<file path="src/rtl/mshsd_pkg.sv">
// Types and constants of the multi-motor half-step driver.
`timescale 1ns / 1ps
package mshsd_pkg;

  localparam int unsigned REMAIN_W = 23;
  localparam int unsigned SPEED_W  = 16;

  localparam logic [1:0] FUNC_TICK  = 2'd0;
  localparam logic [1:0] FUNC_MOVE  = 2'd1;
  localparam logic [1:0] FUNC_ANGLE = 2'd2;
  localparam logic [1:0] FUNC_STOP  = 2'd3;

  localparam logic [REMAIN_W-1:0] REMAIN_MAX = 23'h7F_FFFF;

  // Coil patterns of the eight half-step phases, bit 0 is the first coil.
  localparam logic [3:0] HALF_STEP_PAT [8] = '{
    4'h1, 4'h3, 4'h2, 4'h6, 4'h4, 4'hC, 4'h8, 4'h9
  };

  // Division by 45 of a 28-bit value: multiply by ceil(2^34 / 45), shift by 34.
  localparam logic [28:0] DIV45_MUL   = 29'd381774871;
  localparam int unsigned DIV45_SHIFT = 34;

  typedef struct packed {
    logic [2:0]          phase;
    logic [REMAIN_W-1:0] remaining;
    logic                reverse;
    logic [SPEED_W-1:0]  countdown;
    logic [SPEED_W-1:0]  reload;
    logic                energized;
  } mshsd_entry_t;

  typedef struct packed {
    logic [1:0]         func;
    logic               neg;
    logic [23:0]        mag;
    logic [SPEED_W-1:0] speed;
  } mshsd_cmd_t;

endpackage

</file>
<file path="src/rtl/multi_stepper_halfstep_driver_top.sv">
// Top level of the multi-motor half-step driver: command sequencer and motor state memory.
//
//  Channel | Handshake             | Payload
//  in      | in_valid / in_ready   | in_func, in_motor, in_steps, in_angle, in_speed
//  out     | out_valid / out_ready | out_channel, out_coils, out_running, out_last
//  cfg     | cfg_we                | cfg_wdata (steps per revolution)
//
// A tick accepts the command, reads the first motor's entry, then handles one motor at a time,
// set by the single read port of the state memory.
// A move by steps or a stop reads and updates one entry; a move by angle first has two multiply stages.
// Reset is synchronous; per-entry valid bits clear the state memory at once.
// A result that is not taken holds the sequencer in place; a new transaction is accepted
// whenever the sequencer is idle, even while the last result still waits.
`timescale 1ns / 1ps
module multi_stepper_halfstep_driver_top import mshsd_pkg::*; #(
  parameter int NUM_MOTORS = 4
) (
  input  logic               clk,
  input  logic               rst_n,
  input  logic               in_valid,
  output logic               in_ready,
  input  logic [1:0]         in_func,
  input  logic [1:0]         in_motor,
  input  logic signed [23:0] in_steps,
  input  logic signed [15:0] in_angle,
  input  logic [15:0]        in_speed,
  output logic               out_valid,
  input  logic               out_ready,
  output logic [1:0]         out_channel,
  output logic [3:0]         out_coils,
  output logic               out_running,
  output logic               out_last,
  input  logic               cfg_we,
  input  logic [15:0]        cfg_wdata
);

  localparam int ACTIVE = (NUM_MOTORS < 4) ? NUM_MOTORS : 4;
  localparam int IDX_W  = (ACTIVE > 1) ? $clog2(ACTIVE) : 1;
  localparam logic [IDX_W-1:0] LAST_IDX = IDX_W'(ACTIVE - 1);
  localparam logic [2:0] ACTIVE_C = 3'(ACTIVE);

  localparam logic [2:0] ST_IDLE = 3'd0;
  localparam logic [2:0] ST_ANG1 = 3'd1;
  localparam logic [2:0] ST_ANG2 = 3'd2;
  localparam logic [2:0] ST_RD   = 3'd3;
  localparam logic [2:0] ST_MOD  = 3'd4;

  logic [2:0]       state_r, state_nxt;
  logic [1:0]       func_r, func_nxt;
  logic [1:0]       motor_r, motor_nxt;
  logic             neg_r, neg_nxt;
  logic [23:0]      mag_r, mag_nxt;
  logic [15:0]      speed_r, speed_nxt;
  logic [IDX_W-1:0] idx_r, idx_nxt;
  logic [31:0]      prod_r, prod_nxt;
  logic [15:0]      spr_r;

  logic             out_valid_r, out_valid_nxt;
  logic [1:0]       out_channel_r, out_channel_nxt;
  logic [3:0]       out_coils_r, out_coils_nxt;
  logic             out_running_r, out_running_nxt;
  logic             out_last_r, out_last_nxt;

  mshsd_entry_t     mem_r [ACTIVE];
  logic [ACTIVE-1:0] vld_r;
  mshsd_entry_t     rd_data_r;
  logic             rd_vld_r;

  logic             rd_en, wr_en;
  logic [IDX_W-1:0] rd_addr, wr_addr, cmd_addr;
  mshsd_entry_t     cur_entry, upd_entry;
  mshsd_cmd_t       cmd;
  logic [3:0]       upd_coils;
  logic             upd_running;
  logic             in_acc, out_free, is_tick, motor_ok;
  logic [23:0]      steps_mag;
  logic [15:0]      angle_mag;
  logic [56:0]      div_prod;

  assign in_ready = (state_r == ST_IDLE);
  assign in_acc   = in_valid && in_ready;
  assign out_free = !out_valid_r || out_ready;
  assign is_tick  = (func_r == FUNC_TICK);
  assign motor_ok = ({1'b0, motor_r} < ACTIVE_C);
  assign cmd_addr = motor_ok ? IDX_W'(motor_r) : '0;

  assign steps_mag = in_steps[23] ? 24'(-in_steps) : 24'(in_steps);
  assign angle_mag = in_angle[15] ? 16'(-in_angle) : 16'(in_angle);
  // angle * steps_per_rev / 360 is computed as ((product >> 3) / 45).
  assign div_prod  = 57'(prod_r[30:3]) * 57'(DIV45_MUL);

  assign cur_entry = rd_vld_r ? rd_data_r : '0;
  assign cmd = '{func: func_r, neg: neg_r, mag: mag_r, speed: speed_r};

  mshsd_update u_update (
    .cmd     (cmd),
    .cur     (cur_entry),
    .nxt     (upd_entry),
    .coils   (upd_coils),
    .running (upd_running)
  );

  always_comb begin
    state_nxt       = state_r;
    func_nxt        = func_r;
    motor_nxt       = motor_r;
    neg_nxt         = neg_r;
    mag_nxt         = mag_r;
    speed_nxt       = speed_r;
    idx_nxt         = idx_r;
    prod_nxt        = prod_r;
    out_valid_nxt   = out_valid_r && !out_ready;
    out_channel_nxt = out_channel_r;
    out_coils_nxt   = out_coils_r;
    out_running_nxt = out_running_r;
    out_last_nxt    = out_last_r;
    rd_en           = 1'b0;
    wr_en           = 1'b0;
    rd_addr         = is_tick ? idx_r : cmd_addr;
    wr_addr         = is_tick ? idx_r : cmd_addr;
    case (state_r)
      ST_IDLE: begin
        if (in_acc) begin
          func_nxt  = in_func;
          motor_nxt = in_motor;
          speed_nxt = in_speed;
          idx_nxt   = '0;
          if (in_func == FUNC_ANGLE) begin
            neg_nxt   = in_angle[15];
            mag_nxt   = {8'd0, angle_mag};
            state_nxt = ST_ANG1;
          end else begin
            neg_nxt   = in_steps[23];
            mag_nxt   = steps_mag;
            state_nxt = ST_RD;
          end
        end
      end
      ST_ANG1: begin
        prod_nxt  = 32'(mag_r[15:0]) * 32'(spr_r);
        state_nxt = ST_ANG2;
      end
      ST_ANG2: begin
        mag_nxt   = {1'b0, div_prod[DIV45_SHIFT +: REMAIN_W]};
        state_nxt = ST_RD;
      end
      ST_RD: begin
        rd_en     = 1'b1;
        state_nxt = ST_MOD;
      end
      ST_MOD: begin
        if (out_free) begin
          out_valid_nxt   = 1'b1;
          out_channel_nxt = is_tick ? 2'(idx_r) : motor_r;
          out_coils_nxt   = (is_tick || motor_ok) ? upd_coils : 4'h0;
          out_running_nxt = (is_tick || motor_ok) && upd_running;
          out_last_nxt    = !is_tick || (idx_r == LAST_IDX);
          wr_en           = is_tick || motor_ok;
          if (is_tick && (idx_r != LAST_IDX)) begin
            // Fetch the next motor while this one is written back.
            idx_nxt = idx_r + 1'b1;
            rd_addr = idx_r + 1'b1;
            rd_en   = 1'b1;
          end else begin
            state_nxt = ST_IDLE;
          end
        end
      end
      default: begin
        state_nxt = ST_IDLE;
      end
    endcase
  end

  always_ff @(posedge clk) begin
    if (!rst_n) begin
      state_r     <= ST_IDLE;
      out_valid_r <= 1'b0;
      spr_r       <= 16'd4096;
      vld_r       <= '0;
      rd_vld_r    <= 1'b0;
    end else begin
      state_r     <= state_nxt;
      out_valid_r <= out_valid_nxt;
      if (cfg_we) begin
        spr_r <= cfg_wdata;
      end
      if (wr_en) begin
        vld_r[wr_addr] <= 1'b1;
      end
      if (rd_en) begin
        rd_vld_r <= vld_r[rd_addr];
      end
    end
  end

  always_ff @(posedge clk) begin
    func_r        <= func_nxt;
    motor_r       <= motor_nxt;
    neg_r         <= neg_nxt;
    mag_r         <= mag_nxt;
    speed_r       <= speed_nxt;
    idx_r         <= idx_nxt;
    prod_r        <= prod_nxt;
    out_channel_r <= out_channel_nxt;
    out_coils_r   <= out_coils_nxt;
    out_running_r <= out_running_nxt;
    out_last_r    <= out_last_nxt;
  end

  // Motor state memory: one write and one registered read per cycle.
  always_ff @(posedge clk) begin
    if (wr_en) begin
      mem_r[wr_addr] <= upd_entry;
    end
    if (rd_en) begin
      rd_data_r <= mem_r[rd_addr];
    end
  end

  assign out_valid   = out_valid_r;
  assign out_channel = out_channel_r;
  assign out_coils   = out_coils_r;
  assign out_running = out_running_r;
  assign out_last    = out_last_r;

endmodule

</file>
<file path="src/rtl/mshsd_update.sv">
// Per-motor state update for a tick, a move or a stop, and the coil drive it yields.
`timescale 1ns / 1ps
module mshsd_update import mshsd_pkg::*; (
  input  mshsd_cmd_t   cmd,
  input  mshsd_entry_t cur,
  output mshsd_entry_t nxt,
  output logic [3:0]   coils,
  output logic         running
);

  logic [SPEED_W-1:0]  cd_dec;
  logic [REMAIN_W-1:0] rem_dec;
  logic [SPEED_W-1:0]  speed_eff;
  logic [REMAIN_W-1:0] mag_sat;

  assign cd_dec    = cur.countdown - 16'd1;
  assign rem_dec   = cur.remaining - 23'd1;
  assign speed_eff = (cmd.speed == '0) ? 16'd1 : cmd.speed;
  assign mag_sat   = (cmd.mag > {1'b0, REMAIN_MAX}) ? REMAIN_MAX : cmd.mag[REMAIN_W-1:0];

  always_comb begin
    nxt = cur;
    case (cmd.func)
      FUNC_TICK: begin
        if (cur.remaining != '0) begin
          nxt.countdown = cd_dec;
          if (cd_dec == '0) begin
            nxt.phase     = cur.reverse ? (cur.phase + 3'd7) : (cur.phase + 3'd1);
            nxt.remaining = rem_dec;
            if (rem_dec == '0) begin
              // Final step taken: release the coils.
              nxt.energized = 1'b0;
              nxt.reverse   = 1'b0;
            end else begin
              nxt.energized = 1'b1;
              nxt.countdown = cur.reload;
            end
          end
        end
      end
      FUNC_MOVE, FUNC_ANGLE: begin
        if (cmd.mag != '0) begin
          nxt.remaining = mag_sat;
          nxt.reverse   = cmd.neg;
          nxt.reload    = speed_eff;
          nxt.countdown = speed_eff;
        end
      end
      FUNC_STOP: begin
        nxt.remaining = '0;
        nxt.reverse   = 1'b0;
        nxt.countdown = '0;
        nxt.energized = 1'b0;
      end
      default: begin
        nxt = cur;
      end
    endcase
  end

  assign coils   = nxt.energized ? HALF_STEP_PAT[nxt.phase] : 4'h0;
  assign running = (nxt.remaining != '0);

endmodule

</file>
<file path="config.mk">
export PLATFORM = sky130hd
export DESIGN_NAME = multi_stepper_halfstep_driver_top
export DESIGN_NICKNAME = d
export VERILOG_FILES = /design/src/rtl/mshsd_pkg.sv /design/src/rtl/multi_stepper_halfstep_driver_top.sv /design/src/rtl/mshsd_update.sv
export SDC_FILE = /design/constraint.sdc
export NUM_CORES = 2
export LEC_CHECK = 0
export ABC_AREA = 1
export CORE_ASPECT_RATIO = 0.7
export CORE_UTILIZATION = 35
export DETAILED_ROUTE_END_ITERATION = 7
export DONT_BUFFER_PORTS = 1
export HOLD_SLACK_MARGIN = 0.12
export PLACE_DENSITY = 0.58
export SLEW_MARGIN = 40
export SYNTH_ARGS = -nofsm -noshare
export SYNTH_HDL_FRONTEND = slang
export SYNTH_SLANG_ARGS = --single-unit
</file>
<file path="constraint.sdc">
create_clock -name clk -period 8.6 [get_ports clk]
set_input_delay 1.29 -clock clk [delete_from_list [all_inputs] [get_ports clk]]
set_output_delay 1.29 -clock clk [all_outputs]
set_load 0.01 [all_outputs]
</file>
**Yosys cells after proc, flatten, opt, wreduce, memory -nomap -nowiden**

Memory sizes are Yosys's and may differ from the RTL's. A register that Yosys moved wholly into a read port is not among the register bits.
Index checks and enable logic that the tools add are counted.

- Register bits after elaboration: 107
- Memories: 2
- ROM bits: 32
- RAM bits: 240
- Output and inout port bits: 10

Memory list:

| memory | depth | bits a word | rd ports | clocked after Yosys merged registers in | wr ports | RTL line | source |
|---|---|---|---|---|---|---|---|
| mem_r | 4 | 60 | 1 | 1 | 1 | multi_stepper_halfstep_driver_top.sv:64 | `mshsd_entry_t mem_r [ACTIVE];` |
| (name not given) | 8 | 4 | 1 | 1 | 0 | mshsd_update.sv:61 | `assign coils = nxt.energized ? HALF_STEP_PAT[nxt.phase] : 4'h0;` |

- $mul: 2
- Multiplexer cells: 48
- Bitwise logic cells: 2
- Order comparisons: 4
- Equal/unequal tests: 14
- $add $sub $neg: 7
- Reductions and logical operators: 26

Operators by type and width:

| operator | count |
|---|---|
| 40-bit case mux with 3 select lines | 1 |
| 43-bit 2-to-1 mux | 2 |
| 24-bit 2-to-1 mux | 3 |
| 16-bit 2-to-1 mux | 4 |
| 60-bit 2-to-1 mux | 1 |
| 28-bit by 29-bit multiplier with 57-bit output, second input constant | 1 |
| 56-bit 2-to-1 mux | 1 |
| 24-bit case mux with 2 select lines | 1 |
| 23-bit nonzero test | 2 |
| 16-bit logical NOT | 2 |
| 16-bit by 16-bit multiplier with 31-bit output | 1 |
| 24-bit by 23-bit > comparator with 1-bit output, second input constant | 1 |
| 24-bit negation | 1 |
| 24-bit nonzero test | 1 |
| 23-bit logical NOT | 1 |
| 23-bit 2-to-1 mux | 1 |
| 23-bit by 1-bit subtractor with 23-bit output, second input constant | 1 |
| 2-bit 2-to-1 mux | 8 |
| 16-bit negation | 1 |
| 16-bit by 1-bit subtractor with 16-bit output, second input constant | 1 |
| 1-bit 2-to-1 mux | 15 |
| 3-bit 2-to-1 mux | 5 |
| 3-bit case mux with 5 select lines | 1 |
| 2-bit equality test, second input constant | 4 |
| other kinds (27) | 43 |

**Longest topological paths before layout**

- Word-level depth: 8
- Gate-level depth with buffers: 28

**Hierarchy**

Synthesis repeated with hierarchy kept, for this count alone.

- Cell total of the unflattened synthesis: 4812
- Area total of the unflattened synthesis: 41118.2 µm²

By module, submodules not included:

| module | area an instance (µm²) | instances | sequential area each (µm²) | cells an instance |
|---|---|---|---|---|
| multi_stepper_halfstep_driver_top | 37755.0 | 1 | 12001.5 | 4150 |
| mshsd_update | 3363.2 | 1 | 0.0 | 662 |

**Least setup slack after synthesis**

OpenSTA, ideal clock, no wires.

- Path kind: input-to-reg
- From: input port out_ready
- To: memory mem_r[3][0] in the netlist's numbering, enable pin
- Stages on the path: 2
- Path buffers: 0
- Slack: 0.680 ns
- Library setup time: 0.630 ns
- Arrival: 7.290 ns
- Cell sequence: nor2_1 > nor4_1

- Word-level cells in the longest chain between the ends: 5

Ends and longest elaborated chain:

| element | RTL line | source |
|---|---|---|
| from (decl) | multi_stepper_halfstep_driver_top.sv:28 | `input logic out_ready,` |
| 1-bit logical OR | multi_stepper_halfstep_driver_top.sv:82 | `assign out_free = !out_valid_r \|\| out_ready;` |
| 1-bit 2-to-1 mux | multi_stepper_halfstep_driver_top.sv:152 | `if (out_free) begin` |
| 1-bit 2-to-1 mux | multi_stepper_halfstep_driver_top.sv:121 | `case (state_r)` |
| 1-bit 2-to-1 mux | multi_stepper_halfstep_driver_top.sv:213 | `if (wr_en) begin` |
| 1-bit 2-to-1 mux (implied by the code) | multi_stepper_halfstep_driver_top.sv:214 | `mem_r[wr_addr] <= upd_entry;` |
| to (decl) | multi_stepper_halfstep_driver_top.sv:64 |  |

No other way between the ends.

**Final worst setup path**

- From: register prod_r[28]
- To: register mag_r[20], data pin

- Word-level cells in the longest chain between the ends: 2

Ends and longest elaborated chain:

| element | RTL line | source |
|---|---|---|
| from (decl) | multi_stepper_halfstep_driver_top.sv:55 | `logic [31:0] prod_r, prod_nxt;` |
| from (signal assigned) | multi_stepper_halfstep_driver_top.sv:204 | `prod_r <= prod_nxt;` |
| 28-bit by 29-bit multiplier with 57-bit output | multi_stepper_halfstep_driver_top.sv:90 | `assign div_prod = 57'(prod_r[30:3]) * 57'(DIV45_MUL);` |
| 24-bit case mux with 2 select lines | multi_stepper_halfstep_driver_top.sv:121 |  |
| net mag_nxt[20] | multi_stepper_halfstep_driver_top.sv:52 | `logic [23:0] mag_r, mag_nxt;` |
| to (signal assigned) | multi_stepper_halfstep_driver_top.sv:201 | `mag_r <= mag_nxt;` |
| to (decl) | multi_stepper_halfstep_driver_top.sv:52 |  |

The timed path passes the listed nets, and every way through them passes these cells.
A chain may end at the register's enable or synchronous reset.

==> metrics.cfg <==
[outcome]
run_status = complete, no violations

[synthesis]
yosysWarnings = 0
synth-seq-area-share = 0.300
synthArstFlopShare = 0
syn-num-nets = 5426
synth-main-ff-cell = edfxtp_1
netlist.area_leader.share = 0.287
syn_avg_cell_area_um2 = 8.85
synthCells = 4527
yosysUniqueCellTypes = 61
synth_edf_count = 383
synth.area.top_cells = edfxtp_1, fa_1, ha_1, inv_1, nand2_1
synth.ff_latch_count = 408
yosysTopAreaCell = edfxtp_1
syn_area_um2 = 40000

[placement]
gp_congestion = 0.999
hpwl_mm = 92.7
port_buffers = 0

[drt]
wl_mm = 118
first_pass_iters = 5
drt-initial-drc-count = 3195
viasPerCell = 5.06
drcViolationCount = 0
ant_nets = 0
wire_per_inst_um = 19.6
num_vias = 30434

[floorplanning]
coreArea_um2 = 113000
die_h_um = 285
num_rows = 103
die_x_um = 406
io_pins = 91
start_util = 0.354
die_area_um2 = 116000

[global_routing]
gr-total-overflow = 0
grt_pass1_wl_mm = 181
antenna_found_initial = 8
grt_pass1_vias = 29347
grt_max_degree = 87
grtUsageTotal = 0.204

[cts]
hold_buffers = 0
clockBufferDepth = 3
worstSkewPairLatency_ns = 0.60
clkSinkCount = 408
numCtsBuffers = 44
h-tree-depth = 2
cts_root_buf = clkbuf_16
post_cts_resized = 0
postCtsSetupBuffers = 0
clkTransAtPathRegs_ns = 0.06
cts_tree = built

[timing]
rsz0062_at_grt = false
worst_slew_pin_slew_ns = 0.915
relSlewSlack = 0.389
finalSetupViolations = 0
fmax_mhz = 151
skew_ns = 0.0233
finalMaxSlewViolations = 0
tns_ns = 0
finalCritPeriodShare = 0.769
post-route-min-period_ns = 6.61
hold_viol = 0

[final_layout]
fill_cells = 11524
final_layout_size_suffix_gt1_frac = 0.0445
nets = 5359
finish.utilization = 0.382
syn2layout_area_growth_pct = 7.83

[run]
maxCapViolCount = 0

[setup_path]
start_kind = register
ff2ff_path_depth = 22
cp_data_arrival_time_ns = 6.94
cp-end-kind = register
critical_path_class = register to register
cp.required_ns = 8.93
worstPathMaxFanout = 5

[min_path]
hp-class = register to register
whs_path_depth = 2

-- kinds of logic after synthesis --
logic type | share of synthesized area
AND/OR/NAND/NOR | 0.160
buffers and inverters | 0.106
adder cells (fa/ha/maj) | 0.337
AO/OA/AOI/OAI | 0.0836
flip-flops | 0.300
XOR/XNOR | 0.0135
-- cells in the final DEF, fill, tap and decap left out, drive strengths merged, types with 5 or more instances in the layout --
cell / synthesis / layout
clkbuf: 125 / 57
a31oi: 18 / 18
o22ai: 80 / 80
dfxtp: 25 / 25
o21bai: 6 / 6
o211ai: 11 / 11
o21ai: 289 / 289
nand3: 136 / 136
a21oi: 145 / 145
ha: 381 / 381
clkinv: 3 / 19
inv: 953 / 955
or2: 5 / 5
fa: 437 / 437
nor3: 31 / 31
o21a: 5 / 5
nand4: 32 / 32
nand2: 880 / 880
xor2: 42 / 42
o221ai: 20 / 20
nor4: 16 / 16
nor2: 423 / 423
edfxtp: 383 / 383
nand3b: 5 / 5
a21o: 8 / 8
buf: 25 / 38
bufinv: 0 / 5
xnor2: 19 / 19
-- synth_stat cells (4+ instances only) --
cell / n
inv_1: 948
nand2_1: 847
fa_1: 437
nor2_1: 404
edfxtp_1: 383
ha_1: 381
o21ai_0: 285
a21oi_1: 145
nand3_1: 130
clkbuf_1: 125
o22ai_1: 80
xor2_1: 42
nand4_1: 31
nor3_1: 29
dfxtp_1: 25
nand2_2: 25
o221ai_1: 20
a31oi_1: 18
xnor2_1: 18
nor4_1: 16
buf_1: 11
nor2_2: 11
o211ai_1: 11
a21o_1: 8
nand2_4: 8
nor2_4: 8
buf_2: 6
o21bai_1: 6
inv_2: 5
nand3_2: 5
nand3b_1: 5
o21a_1: 5
o21ai_1: 4
or2_2: 4
-- worst paths after layout --
kind | start | to | slack [ns]
max | prod_r[28] | mag_r[20] | 1.99
min | vld_r[1] | vld_r[1] | 0.47
max reg2reg | prod_r[28] | mag_r[20] | 1.99
min reg2reg | vld_r[1] | vld_r[1] | 0.47
-- metrics by stage --
stage	cell area, um2	setup WS (ns)	cells	hold WS [ns]
after CTS	43200	2.02	6017	0.464
after global routing	43200	1.71	6017	0.512
after floorplan	40000	0.680	4527	0.435
after detailed placement	41700	2.03	5936	0.453
after global placement	41500	1.91	5924	0.446
final	43200	1.99	6018	0.466
-- cell type report --
type / count / area [um2] / share of cell area
clock inverter: 24 / 302 / 0.00698
sequential: 408 / 12000 / 0.278
timing repair buffer: 38 / 353 / 0.00817
inverter: 956 / 3590 / 0.0832
antenna: 1 / 2.50 / 0.0000579
multi-input combinational: 3012 / 23800 / 0.552
tap: 1522 / 1900 / 0.0441
clock buffer: 57 / 1170 / 0.0271
-- routing by layer --
layer	GRT usage	vias up	wire [um]
li1	-	14255	-
met1	0.334	14867	59200
met2	0.268	1211	44700
met3	0.0542	93	13100
met4	0.0243	8	1140
met5	0	-	50
-- worst max-delay path: stages (launching register included) --
cell and delay, ns:
edfxtp_1 0.51, fa_1 0.57, inv_1 0.05, fa_1 0.50
inv_1 0.06, fa_1 0.57, inv_1 0.06, fa_1 0.48
fa_1 0.58, inv_1 0.06, fa_1 0.51, fa_1 0.52
ha_1 0.36, nand2_1 0.09, nand2_1 0.06, a31oi_1 0.23
inv_1 0.10, a21oi_1 0.19, o21ai_0 0.13, a221oi_1 0.42
nand3_1 0.13, nand2_1 0.07, o21bai_1 0.08
-- flip-flops by register name, indices dropped and copies added (netlist names), 2 cells and up --
signal	count
rd_data_r	60
vld_r	4
mag_r	24
mem_r	240
idx_r	2
prod_r	28
speed_r	16
state_r	3
spr_r	16
out_coils	4
func_r	2
cmd_addr	2
out_channel	2
Power is not shown: default switching activity piles up to over one toggle a cycle in this logic, so the estimate is an artifact.
